**src/rtl/core/csvfs_pkg.sv**
```systemverilog
// ----------------------------------------------------------------------------
// csvfs_pkg
// Shared types, codes and constants of the CSV field splitter.
// ----------------------------------------------------------------------------
package csvfs_pkg;

    localparam int HELD_SPACE_DEPTH = 32;

    localparam logic [7:0] CH_COMMA = 8'h2C;
    localparam logic [7:0] CH_QUOTE = 8'h22;
    localparam logic [7:0] CH_SPACE = 8'h20;
    localparam logic [7:0] CH_TAB   = 8'h09;
    localparam logic [7:0] CH_CR    = 8'h0D;

    localparam logic [1:0] KIND_BYTE = 2'd0;
    localparam logic [1:0] KIND_END  = 2'd1;
    localparam logic [1:0] KIND_OVF  = 2'd2;

    typedef struct packed {
        logic [7:0] char_byte;
        logic       line_end;
    } t_in_item;

    typedef struct packed {
        logic [1:0] kind;
        logic [7:0] cell_byte;
        logic       row_end;
        logic       last;
    } t_out_item;

    typedef enum logic [1:0] {
        ACT_NONE  = 2'd0,
        ACT_ONE   = 2'd1,
        ACT_FLUSH = 2'd2
    } t_act;

    typedef struct packed {
        logic accept;
        logic load_pend;
        logic flush_rd;
        logic load_flush;
    } t_cmd;

    typedef struct packed {
        t_act act;
        logic slot_free;
        logic flush_last;
    } t_sts;

endpackage

```
**src/rtl/core/csv_field_splitter.sv**
```systemverilog
// ----------------------------------------------------------------------------
// csv_field_splitter
// Streaming CSV line tokenizer with quoted sections and trailing-space hold.
// ----------------------------------------------------------------------------
// Usage:
//   Input channel (i_in_valid / o_in_stall / i_in) carries one byte of a line
//   or a line-end marker per transfer. Output channel (o_out_valid /
//   i_out_stall / o_out) carries cell bytes, end-of-cell items and
//   whitespace overflow notices; last marks the final result of an item.
//   An item that yields no result leaves the sequencer idle. An item with
//   one result is kept in a pending register and loaded into the output
//   register once the output slot is free. A byte that releases N held
//   whitespace bytes first reads each from memory and loads it to output.
//   The output register lets the next item in while a result waits.
//   A stalled output holds its item; the sequencer waits on the output slot
//   and raises o_in_stall until the last result of the current item is
//   loaded into the output register.
//   Reset clears quote, lookahead, cell and hold state and empties the
//   output register; the held-space memory needs no clearing.
// ----------------------------------------------------------------------------
module csv_field_splitter #(
    parameter int HELD_SPACE_DEPTH = csvfs_pkg::HELD_SPACE_DEPTH
) (
    input  logic                  i_clk,
    input  logic                  i_rst_n,
    input  logic                  i_in_valid,
    output logic                  o_in_stall,
    input  csvfs_pkg::t_in_item   i_in,
    output logic                  o_out_valid,
    input  logic                  i_out_stall,
    output csvfs_pkg::t_out_item  o_out
);

    csvfs_pkg::t_cmd cmd;
    csvfs_pkg::t_sts sts;

    csvfs_ctrl u_ctrl (
        .i_clk      (i_clk),
        .i_rst_n    (i_rst_n),
        .i_in_valid (i_in_valid),
        .i_sts      (sts),
        .o_cmd      (cmd),
        .o_in_stall (o_in_stall)
    );

    csvfs_dp #(
        .HELD_SPACE_DEPTH (HELD_SPACE_DEPTH)
    ) u_dp (
        .i_clk       (i_clk),
        .i_rst_n     (i_rst_n),
        .i_in        (i_in),
        .i_cmd       (cmd),
        .i_out_stall (i_out_stall),
        .o_sts       (sts),
        .o_out_valid (o_out_valid),
        .o_out       (o_out)
    );

endmodule

```
**src/rtl/core/csvfs_ctrl.sv**
```systemverilog
// ----------------------------------------------------------------------------
// csvfs_ctrl
// Sequencer: accepts items, issues single results and walks held-space flushes.
// ----------------------------------------------------------------------------
module csvfs_ctrl (
    input  logic              i_clk,
    input  logic              i_rst_n,
    input  logic              i_in_valid,
    input  csvfs_pkg::t_sts   i_sts,
    output csvfs_pkg::t_cmd   o_cmd,
    output logic              o_in_stall
);

    typedef enum logic [3:0] {
        S_IDLE      = 4'b0001,
        S_EMIT      = 4'b0010,
        S_FLUSH_RD  = 4'b0100,
        S_FLUSH_OUT = 4'b1000
    } t_state;

    t_state r_state;
    t_state n_state;

    always_comb begin
        n_state = r_state;
        o_cmd   = '0;
        case (r_state)
            S_IDLE: begin
                if (i_in_valid) begin
                    o_cmd.accept = 1'b1;
                    case (i_sts.act)
                        csvfs_pkg::ACT_ONE:   n_state = S_EMIT;
                        csvfs_pkg::ACT_FLUSH: n_state = S_FLUSH_RD;
                        default:              n_state = S_IDLE;
                    endcase
                end
            end
            S_EMIT: begin
                if (i_sts.slot_free) begin
                    o_cmd.load_pend = 1'b1;
                    n_state         = S_IDLE;
                end
            end
            S_FLUSH_RD: begin
                o_cmd.flush_rd = 1'b1;
                n_state        = S_FLUSH_OUT;
            end
            S_FLUSH_OUT: begin
                if (i_sts.slot_free) begin
                    o_cmd.load_flush = 1'b1;
                    n_state          = i_sts.flush_last ? S_EMIT : S_FLUSH_RD;
                end
            end
            default: n_state = S_IDLE;
        endcase
    end

    always_ff @(posedge i_clk) begin
        if (!i_rst_n) begin
            r_state <= S_IDLE;
        end else begin
            r_state <= n_state;
        end
    end

    assign o_in_stall = (r_state != S_IDLE);

endmodule

```
**src/rtl/core/csvfs_dp.sv**
```systemverilog
// ----------------------------------------------------------------------------
// csvfs_dp
// Datapath: byte decode, cell flags, held-space memory and output register.
// ----------------------------------------------------------------------------
module csvfs_dp #(
    parameter int HELD_SPACE_DEPTH = csvfs_pkg::HELD_SPACE_DEPTH
) (
    input  logic                  i_clk,
    input  logic                  i_rst_n,
    input  csvfs_pkg::t_in_item   i_in,
    input  csvfs_pkg::t_cmd       i_cmd,
    input  logic                  i_out_stall,
    output csvfs_pkg::t_sts       o_sts,
    output logic                  o_out_valid,
    output csvfs_pkg::t_out_item  o_out
);

    localparam int CW = $clog2(HELD_SPACE_DEPTH + 1);
    localparam int AW = (HELD_SPACE_DEPTH > 1) ? $clog2(HELD_SPACE_DEPTH) : 1;

    logic                 r_qm;
    logic                 r_la;
    logic                 r_has;
    logic [CW-1:0]        r_cnt;
    logic [AW-1:0]        r_idx;
    logic [7:0]           r_rd_data;
    logic [7:0]           r_mem [HELD_SPACE_DEPTH];
    csvfs_pkg::t_out_item r_pend;
    csvfs_pkg::t_out_item r_out;
    logic                 r_out_valid;

    logic                 n_qm;
    logic                 n_la;
    logic                 n_has;
    logic [CW-1:0]        n_cnt;
    csvfs_pkg::t_out_item n_pend;
    csvfs_pkg::t_act      act;
    logic                 wr_en;
    logic                 unq;
    logic                 content;
    logic                 is_ws;
    logic                 is_q;
    logic                 is_cm;
    logic [7:0]           c;
    logic [CW-1:0]        cnt_m1;

    assign c     = i_in.char_byte;
    assign is_q  = (c == csvfs_pkg::CH_QUOTE);
    assign is_cm = (c == csvfs_pkg::CH_COMMA);
    assign is_ws = (c == csvfs_pkg::CH_SPACE) ||
                   ((c >= csvfs_pkg::CH_TAB) && (c <= csvfs_pkg::CH_CR));

    always_comb begin
        n_qm    = r_qm;
        n_la    = r_la;
        n_has   = r_has;
        n_cnt   = r_cnt;
        act     = csvfs_pkg::ACT_NONE;
        wr_en   = 1'b0;
        unq     = 1'b0;
        content = 1'b0;
        n_pend  = '{kind: csvfs_pkg::KIND_BYTE, cell_byte: c, row_end: 1'b0, last: 1'b1};
        if (i_in.line_end) begin
            n_qm   = 1'b0;
            n_la   = 1'b0;
            n_has  = 1'b0;
            n_cnt  = '0;
            act    = csvfs_pkg::ACT_ONE;
            n_pend = '{kind: csvfs_pkg::KIND_END, cell_byte: 8'h00, row_end: 1'b1,
                       last: 1'b1};
        end else if (r_la) begin
            n_la = 1'b0;
            if (is_q) begin
                content = 1'b1;
            end else begin
                n_qm = 1'b0;
                unq  = 1'b1;
            end
        end else if (r_qm) begin
            if (is_q) begin
                n_la = 1'b1;
            end else begin
                content = 1'b1;
            end
        end else begin
            unq = 1'b1;
        end
        if (unq) begin
            if (is_q) begin
                n_qm = 1'b1;
            end else if (is_cm) begin
                n_has  = 1'b0;
                n_cnt  = '0;
                act    = csvfs_pkg::ACT_ONE;
                n_pend = '{kind: csvfs_pkg::KIND_END, cell_byte: 8'h00, row_end: 1'b0,
                           last: 1'b1};
            end else begin
                content = 1'b1;
            end
        end
        if (content) begin
            if (is_ws) begin
                if (r_has) begin
                    if (r_cnt < CW'(HELD_SPACE_DEPTH)) begin
                        wr_en = 1'b1;
                        n_cnt = r_cnt + CW'(1);
                    end else begin
                        act    = csvfs_pkg::ACT_ONE;
                        n_pend = '{kind: csvfs_pkg::KIND_OVF, cell_byte: 8'h00,
                                   row_end: 1'b0, last: 1'b1};
                    end
                end
            end else begin
                n_has = 1'b1;
                act   = (r_cnt != '0) ? csvfs_pkg::ACT_FLUSH : csvfs_pkg::ACT_ONE;
            end
        end
    end

    assign cnt_m1 = r_cnt - CW'(1);

    assign o_sts.act        = act;
    assign o_sts.slot_free  = !r_out_valid || !i_out_stall;
    assign o_sts.flush_last = (CW'(r_idx) == cnt_m1);

    always_ff @(posedge i_clk) begin
        if (!i_rst_n) begin
            r_qm  <= 1'b0;
            r_la  <= 1'b0;
            r_has <= 1'b0;
            r_cnt <= '0;
        end else if (i_cmd.accept) begin
            r_qm  <= n_qm;
            r_la  <= n_la;
            r_has <= n_has;
            r_cnt <= n_cnt;
        end else if (i_cmd.load_flush && o_sts.flush_last) begin
            r_cnt <= '0;
        end
    end

    always_ff @(posedge i_clk) begin
        if (i_cmd.accept) begin
            r_pend <= n_pend;
            r_idx  <= '0;
        end else if (i_cmd.load_flush) begin
            r_idx  <= r_idx + AW'(1);
        end
    end

    always_ff @(posedge i_clk) begin
        if (i_cmd.accept && wr_en) begin
            r_mem[r_cnt[AW-1:0]] <= c;
        end
        if (i_cmd.flush_rd) begin
            r_rd_data <= r_mem[r_idx];
        end
    end

    always_ff @(posedge i_clk) begin
        if (!i_rst_n) begin
            r_out_valid <= 1'b0;
        end else if (i_cmd.load_pend || i_cmd.load_flush) begin
            r_out_valid <= 1'b1;
        end else if (!i_out_stall) begin
            r_out_valid <= 1'b0;
        end
    end

    always_ff @(posedge i_clk) begin
        if (i_cmd.load_pend) begin
            r_out <= r_pend;
        end else if (i_cmd.load_flush) begin
            r_out <= '{kind: csvfs_pkg::KIND_BYTE, cell_byte: r_rd_data, row_end: 1'b0,
                       last: 1'b0};
        end
    end

    assign o_out_valid = r_out_valid;
    assign o_out       = r_out;

endmodule

```
**config.mk**
```make
export PLATFORM = sky130hd
export DESIGN_NAME = csv_field_splitter
export DESIGN_NICKNAME = d
export VERILOG_FILES = /design/src/rtl/core/csvfs_pkg.sv /design/src/rtl/core/csv_field_splitter.sv /design/src/rtl/core/csvfs_ctrl.sv /design/src/rtl/core/csvfs_dp.sv
export SDC_FILE = /design/constraint.sdc
export NUM_CORES = 1
export LEC_CHECK = 0
export BUFFER_PORTS_ARGS = -buffer_cell sky130_fd_sc_hd__buf_2
export CAP_MARGIN = 20
export CORE_ASPECT_RATIO = 0.9
export CORE_MARGIN = 4
export CORE_UTILIZATION = 50
export CTS_CLUSTER_DIAMETER = 100
export CTS_CLUSTER_SIZE = 12
export DETAILED_ROUTE_END_ITERATION = 7
export PLACE_DENSITY = 0.66
export SLEW_MARGIN = 20
export SYNTH_ARGS = -nofsm -noshare
export SYNTH_HDL_FRONTEND = slang
export SYNTH_HIERARCHICAL = 1
export SYNTH_SLANG_ARGS = --single-unit
```
**constraint.sdc**
```tcl
create_clock -name i_clk -period 8 [get_ports i_clk]
set_clock_uncertainty 0.2 [all_clocks]
set_input_delay 2 -clock i_clk [delete_from_list [all_inputs] [get_ports i_clk]]
set_output_delay 2 -clock i_clk [all_outputs]
set_load 0.1 [all_outputs]
```
# Word-level counts from Yosys, hierarchy flattened
# Memories as Yosys holds them, arrays and structs flattened. A register that Yosys moved wholly into a read port is not among the register bits.
# Index checks and enable logic that the tools add are counted.
[word_totals]
register_bits = 43
mem_bits_rw = 256
in_bits = 13
output_inout_bits = 14
elab_cells = 123
mem_count = 1
[classes]
add_sub_neg = 3
n_lt_le_gt_ge = 3
eq_ne = 15
mux = 74
reduce_logical = 12
[mem_list]
columns = ["memory", "depth", "width", "rd", "rd_clocked_by_memory_dff", "wr", "line_no", "source"]
rows = [
  ["u_dp.r_mem", 32, 8, 1, 1, 1, "csvfs_dp.sv:27", "logic [7:0] r_mem [HELD_SPACE_DEPTH];"],
]
[ops]
columns = ["operator", "n"]
rows = [
  ["$mux W12", 8],
  ["$mux W6", 10],
  ["$mux W1", 41],
  ["$eq A8 B6 Y1 const B", 3],
  ["$mux W11", 2],
  ["$pmux W4 S4", 1],
  ["$mux W2", 7],
  ["$mux W4", 3],
  ["$ge A8 B4 Y1 const B", 1],
  ["$le A8 B4 Y1 const B", 1],
  ["$add A6 B1 Y6 const B", 1],
  ["$eq A5 B6 Y1", 1],
  ["$lt A6 B6 Y1 const B", 1],
  ["$ne A2 B2 Y1 const B", 3],
  ["$pmux W3 S2", 1],
  ["$reduce_bool A6 Y1", 1],
  ["$sub A6 B1 Y6 const B", 1],
  ["$add A5 B1 Y5 const B", 1],
  ["$eq A4 B1 Y1 const B", 1],
  ["$eq A4 B2 Y1 const B", 1],
  ["$eq A4 B3 Y1 const B", 1],
  ["$eq A4 B4 Y1 const B", 1],
  ["$ne A4 B1 Y1 const B", 1],
  ["$reduce_bool A2 Y1", 2],
  ["other kinds (8)", 13],
]

# Longest topological paths before layout
[logic_depth]
ltp_word = 13
mapped_depth = 12
depth_no_buf = 12

# Modules after synthesis
# The synthesis kept the hierarchy.
[modules_own_cells]
columns = ["module", "instances", "cells_per_inst", "area_each_um2", "seq_area_each_um2"]
rows = [
  ["csvfs_dp", 1, 598, 12036.5, 8918.6],
  ["csvfs_ctrl", 1, 42, 381.6, 80.1],
]

# Least setup slack after synthesis
# Ideal clock, no wire load.
[synth_path]
path_kind = "input port to flip-flop"
start = "input i_in[1] (netlist name)"
end = "memory u_dp.r_mem[11][0] (enable)"
setup_time_ns = 0.370
arrival_time_ns = 3.778
t_required_ns = 7.430
setup_slack_ns = 3.652
cell_stages = 6
n_path_buf = 1
cell_sequence = "or4b_1 > a21oi_1 > o2111a_1 > buf_2 > nand3_1 > nor2_1"
[synth_between]
elab_chain_len = 12
word_cells_on_any_way = 22
classes_between = "order compare: 2; eq/ne: 3; mux: 14; reduce/logical: 3"
[synth_lines]
columns = ["item", "line_no", "source"]
rows = [
  ["start, declared", "csv_field_splitter.sv:28", "input csvfs_pkg::t_in_item i_in,"],
  ["$eq A8 B6 Y1", "csvfs_dp.sv:48", "assign is_q = (c == csvfs_pkg::CH_QUOTE);"],
  ["$mux W1", "csvfs_dp.sv:73, csvfs_dp.sv:80", ""],
  ["$mux W1", "csvfs_dp.sv:79", "end else if (r_qm) begin"],
  ["$mux W1", "csvfs_dp.sv:71", "end else if (r_la) begin"],
  ["$mux W1", "csvfs_dp.sv:63", "if (i_in.line_end) begin"],
  ["$mux W1", "csvfs_dp.sv:91", "end else if (is_cm) begin"],
  ["$mux W1", "csvfs_dp.sv:89", "if (is_q) begin"],
  ["$mux W1", "csvfs_dp.sv:88", "if (unq) begin"],
  ["$mux W1 (*)", "csvfs_dp.sv:101", "if (content) begin"],
  ["$logic_and A1 B1 Y1 (*)", "csvfs_dp.sv:152", "if (i_cmd.accept && wr_en) begin"],
  ["$mux W1 (*)", "csvfs_dp.sv:152", ""],
  ["$mux W1 (implied by the code) (*)", "csvfs_dp.sv:153", "r_mem[r_cnt[AW-1:0]] <= c;"],
  ["end, declared", "csvfs_dp.sv:27", ""],
]
# Mark *: on every way between the ends. The rest lies on a longest branch, timed or not.

# Final worst setup path
[layout_path]
start = "input i_in[6] (netlist name)"
end = "memory u_dp.r_mem[18][7] (enable)"
# Same word-level chain as after synthesis.

==> metrics.txt <==
outcome finished clean; placed cell areas around 13000 µm²; die width approximately 170 µm; initial antenna violation count 0; Max Cap Viol 0; Sw Pwr ~0.63 mW; Slew Limit Headroom 0.366; Cell Pwr Density roughly 230 nW/µm²; Post-synth top flop edfxtp_1; WL final ~27000 µm; clk slew on worst S/H paths 0.06 ns; drt first pass iters 5; Routed Antenna Nets 0; H-tree lvl count 1; Synth cell types between 50 and 60; insertion delay to the later sink of the worst-skew pair ~0.55 ns; R2R Setup Slk approximately 4.6 ns; CP Launch Point i_in[6]; number of flops mapped to enable cells by yosys between 200 and 300; TritonCTS clock tree done; cts repair resizes 0; Yosys top cell area share 0.694; layout cells sized above 1 0.254; hold path cells 2; setup TNS 0 ns; largest net degree at the start of global routing between 60 and 70; Post-Synthesis Cell Area 12400 µm²; Cells after Synth 640; Post-CTS Hold Fix Bufs 0; core area 24300 µm²; critical path peak fanout 38; clk root buf clkbuf_16; CP required ~8.0 ns; internal power approximately 2.4 mW; design area between 10000 and 15000 µm²; Ports 27; Post-synth ARST share 0; fin util 0.561; row cnt 54; GP Congestion 0.910; CTS Buf Count 29; Seq pwr share 0.575; gr usage total 0.195; via density per instance slightly above 6; commonest non-fill, non-tap cell in the layout edfxtp_1; maximum VDD drop 164 µV; part of the power in combinational logic 0.037; reg2reg path depth 5; Setup Fix Bufs, Post-CTS 0; Slew Viols, Final 0; clock network fraction of design power 0.388; Final HPWL DP roughly 16000 µm; startpoint types input port; DRC errors left 0; worst hold-check path type reg2reg; reg2reg start u_ctrl/r_state[0]; Setup CP Type in2reg; Synth area leader edfxtp_1; via count 6148; clock sink count 306; vias in the first global route 6049; total placed cells including tap cells roughly 950; fmax approximately 190 MHz; commonest non-fill, non-tap cells in the layout edfxtp_1 (287), mux4_2 (80), nor2_1 (52), clkbuf_16 (29), buf_2 (26); Synth Register Bits ~310; Final Cycle Share 0.661; Final Setup Violations 0; nature of the critical path endpoint register; Wirelength per Cell about 27 µm; ANT cells 0; 1st-iter DRT viols roughly 700; Leak Pwr roughly 4.2 nW; Non-Filler Instances roughly 1000; sequential share of the synthesized area 0.725; synth warn 6; Clock Path Buffers 3; syn_area_per_cell between 15 and 20 µm²; final hold violation count 0; fin crit period 5.29 ns; largest cells by area after synthesis edfxtp_1 (69%), mux4_2 (15%), dfxtp_1 (3.1%); Initial Util 0.511; grt ovf 0; # nets final 695; Net Count, Synth approximately 660; sw frac 0.205; Slew @ Worst Pin approximately 0.95 ns; IO buf count 26; first-pass GRT wire length roughly 40000 µm; unrepaired setup endpoints after global routing no; area delta synth->final 9.82%; full die area about 27000 µm²; Layout fillers roughly 1800; hold worst-path end u_dp/r_qm; worst hold path startpoint u_dp/r_qm; die height roughly 160 µm; Critical Path AT between 5 and 6 ns; worst flop-to-flop path endpoint u_dp/r_mem[18][7]
worst max path at each step:
| stage | endpoint | slack, ns | cells after the start |
|---|---|---|---|
| 2_1_floorplan | u_dp/r_mem[11][0] | 3.65 | 6 |
| 3_3_place_gp | u_dp/r_mem[19][4] | 2.21 | 6 |
| 3_5_place_dp | u_dp/r_mem[18][6] | 2.18 | 6 |
| 4_1_cts | u_dp/r_mem[18][7] | 2.75 | 6 |
| 5_1_grt | u_dp/r_mem[2][3] | 2.48 | 6 |
| 6_report | u_dp/r_mem[18][7] | 2.71 | 6 |
registers in the layout, summed over array words and instances, names as in the netlist:
register,count
u_dp/r_mem,256
u_dp/o_out,12
u_dp/r_pend,11
u_dp/r_rd_data,8
u_dp/r_cnt,6
u_dp/r_idx,5
u_ctrl/r_state,4
u_dp/o_out_valid,1
u_dp/r_has,1
u_dp/r_la,1
u_dp/r_qm,1
power by group through the flow:
stage | clock network [mW] | logic (mW) | registers [mW]
finish | 1.19 | 0.113 | 1.77
global route | 1.28 | 0.121 | 1.77
CTS | 1.22 | 0.114 | 1.77
detailed placement | 0 | 0.114 | 1.80
global placement | 0 | 0.112 | 1.80
floorplan | 0 | 0.0529 | 1.82
routing by layer:
layer / vias to the layer above / wire (µm) / GRT usage
met5: - / 0 / 0
met4: 0 / 822 / 0.0562
met3: 53 / 1840 / 0.0334
met2: 298 / 12100 / 0.301
met1: 3145 / 11800 / 0.293
li1: 2652 / - / -
area by class of cell:
type | instances | area [µm²] | share of cell area
clock buffers | 39 | 763 | 0.0560
clock inverters | 2 | 28.8 | 0.00211
inverters | 13 | 48.8 | 0.00358
multi-input cells | 287 | 3200 | 0.234
flip-flops and latches | 306 | 9000 | 0.660
well taps | 308 | 385 | 0.0283
repair buffers | 37 | 213 | 0.0156
cell usage after synthesis, types with 6 or more instances:
| library cell | instances |
|---|---|
| nand2_1 | 8 |
| buf_6 | 7 |
| a31oi_1 | 7 |
| nand3_1 | 14 |
| ha_1 | 8 |
| nor2b_1 | 10 |
| mux2_2 | 16 |
| edfxtp_1 | 287 |
| clkbuf_1 | 17 |
| mux4_2 | 80 |
| inv_1 | 13 |
| dfxtp_1 | 19 |
| nor2_1 | 52 |
| buf_2 | 6 |
| xnor2_1 | 7 |
| a21oi_1 | 6 |
| and3_1 | 10 |
worst max-delay path: stages:
cell and delay, ns:
buf_2 0.61, or4b_1 0.49, a21oi_1 0.21, o2111a_1 0.50, nand3_1 0.66, nor2_1 0.77
cell families after synthesis:
logic type | after synthesis | share of synthesized area
buf+inv | 47 | 0.0190
compound gates | 38 | 0.0210
flops | 306 | 0.725
xor+xnor | 10 | 0.00705
mux | 98 | 0.161
fa+ha+maj | 8 | 0.00806
simple gates | 133 | 0.0590
metrics by stage:
stage / worst slack [ns] / total power [mW] / hold WS, ns
floorplan: 3.65 / 1.87 / 0.268
global placement: 2.21 / 1.92 / 0.283
detailed placement: 2.18 / 1.92 / 0.309
CTS: 2.75 / 3.10 / 0.319
global route: 2.48 / 3.18 / 0.345
finish: 2.71 / 3.08 / 0.315
(Power assumes the default switching activity.)
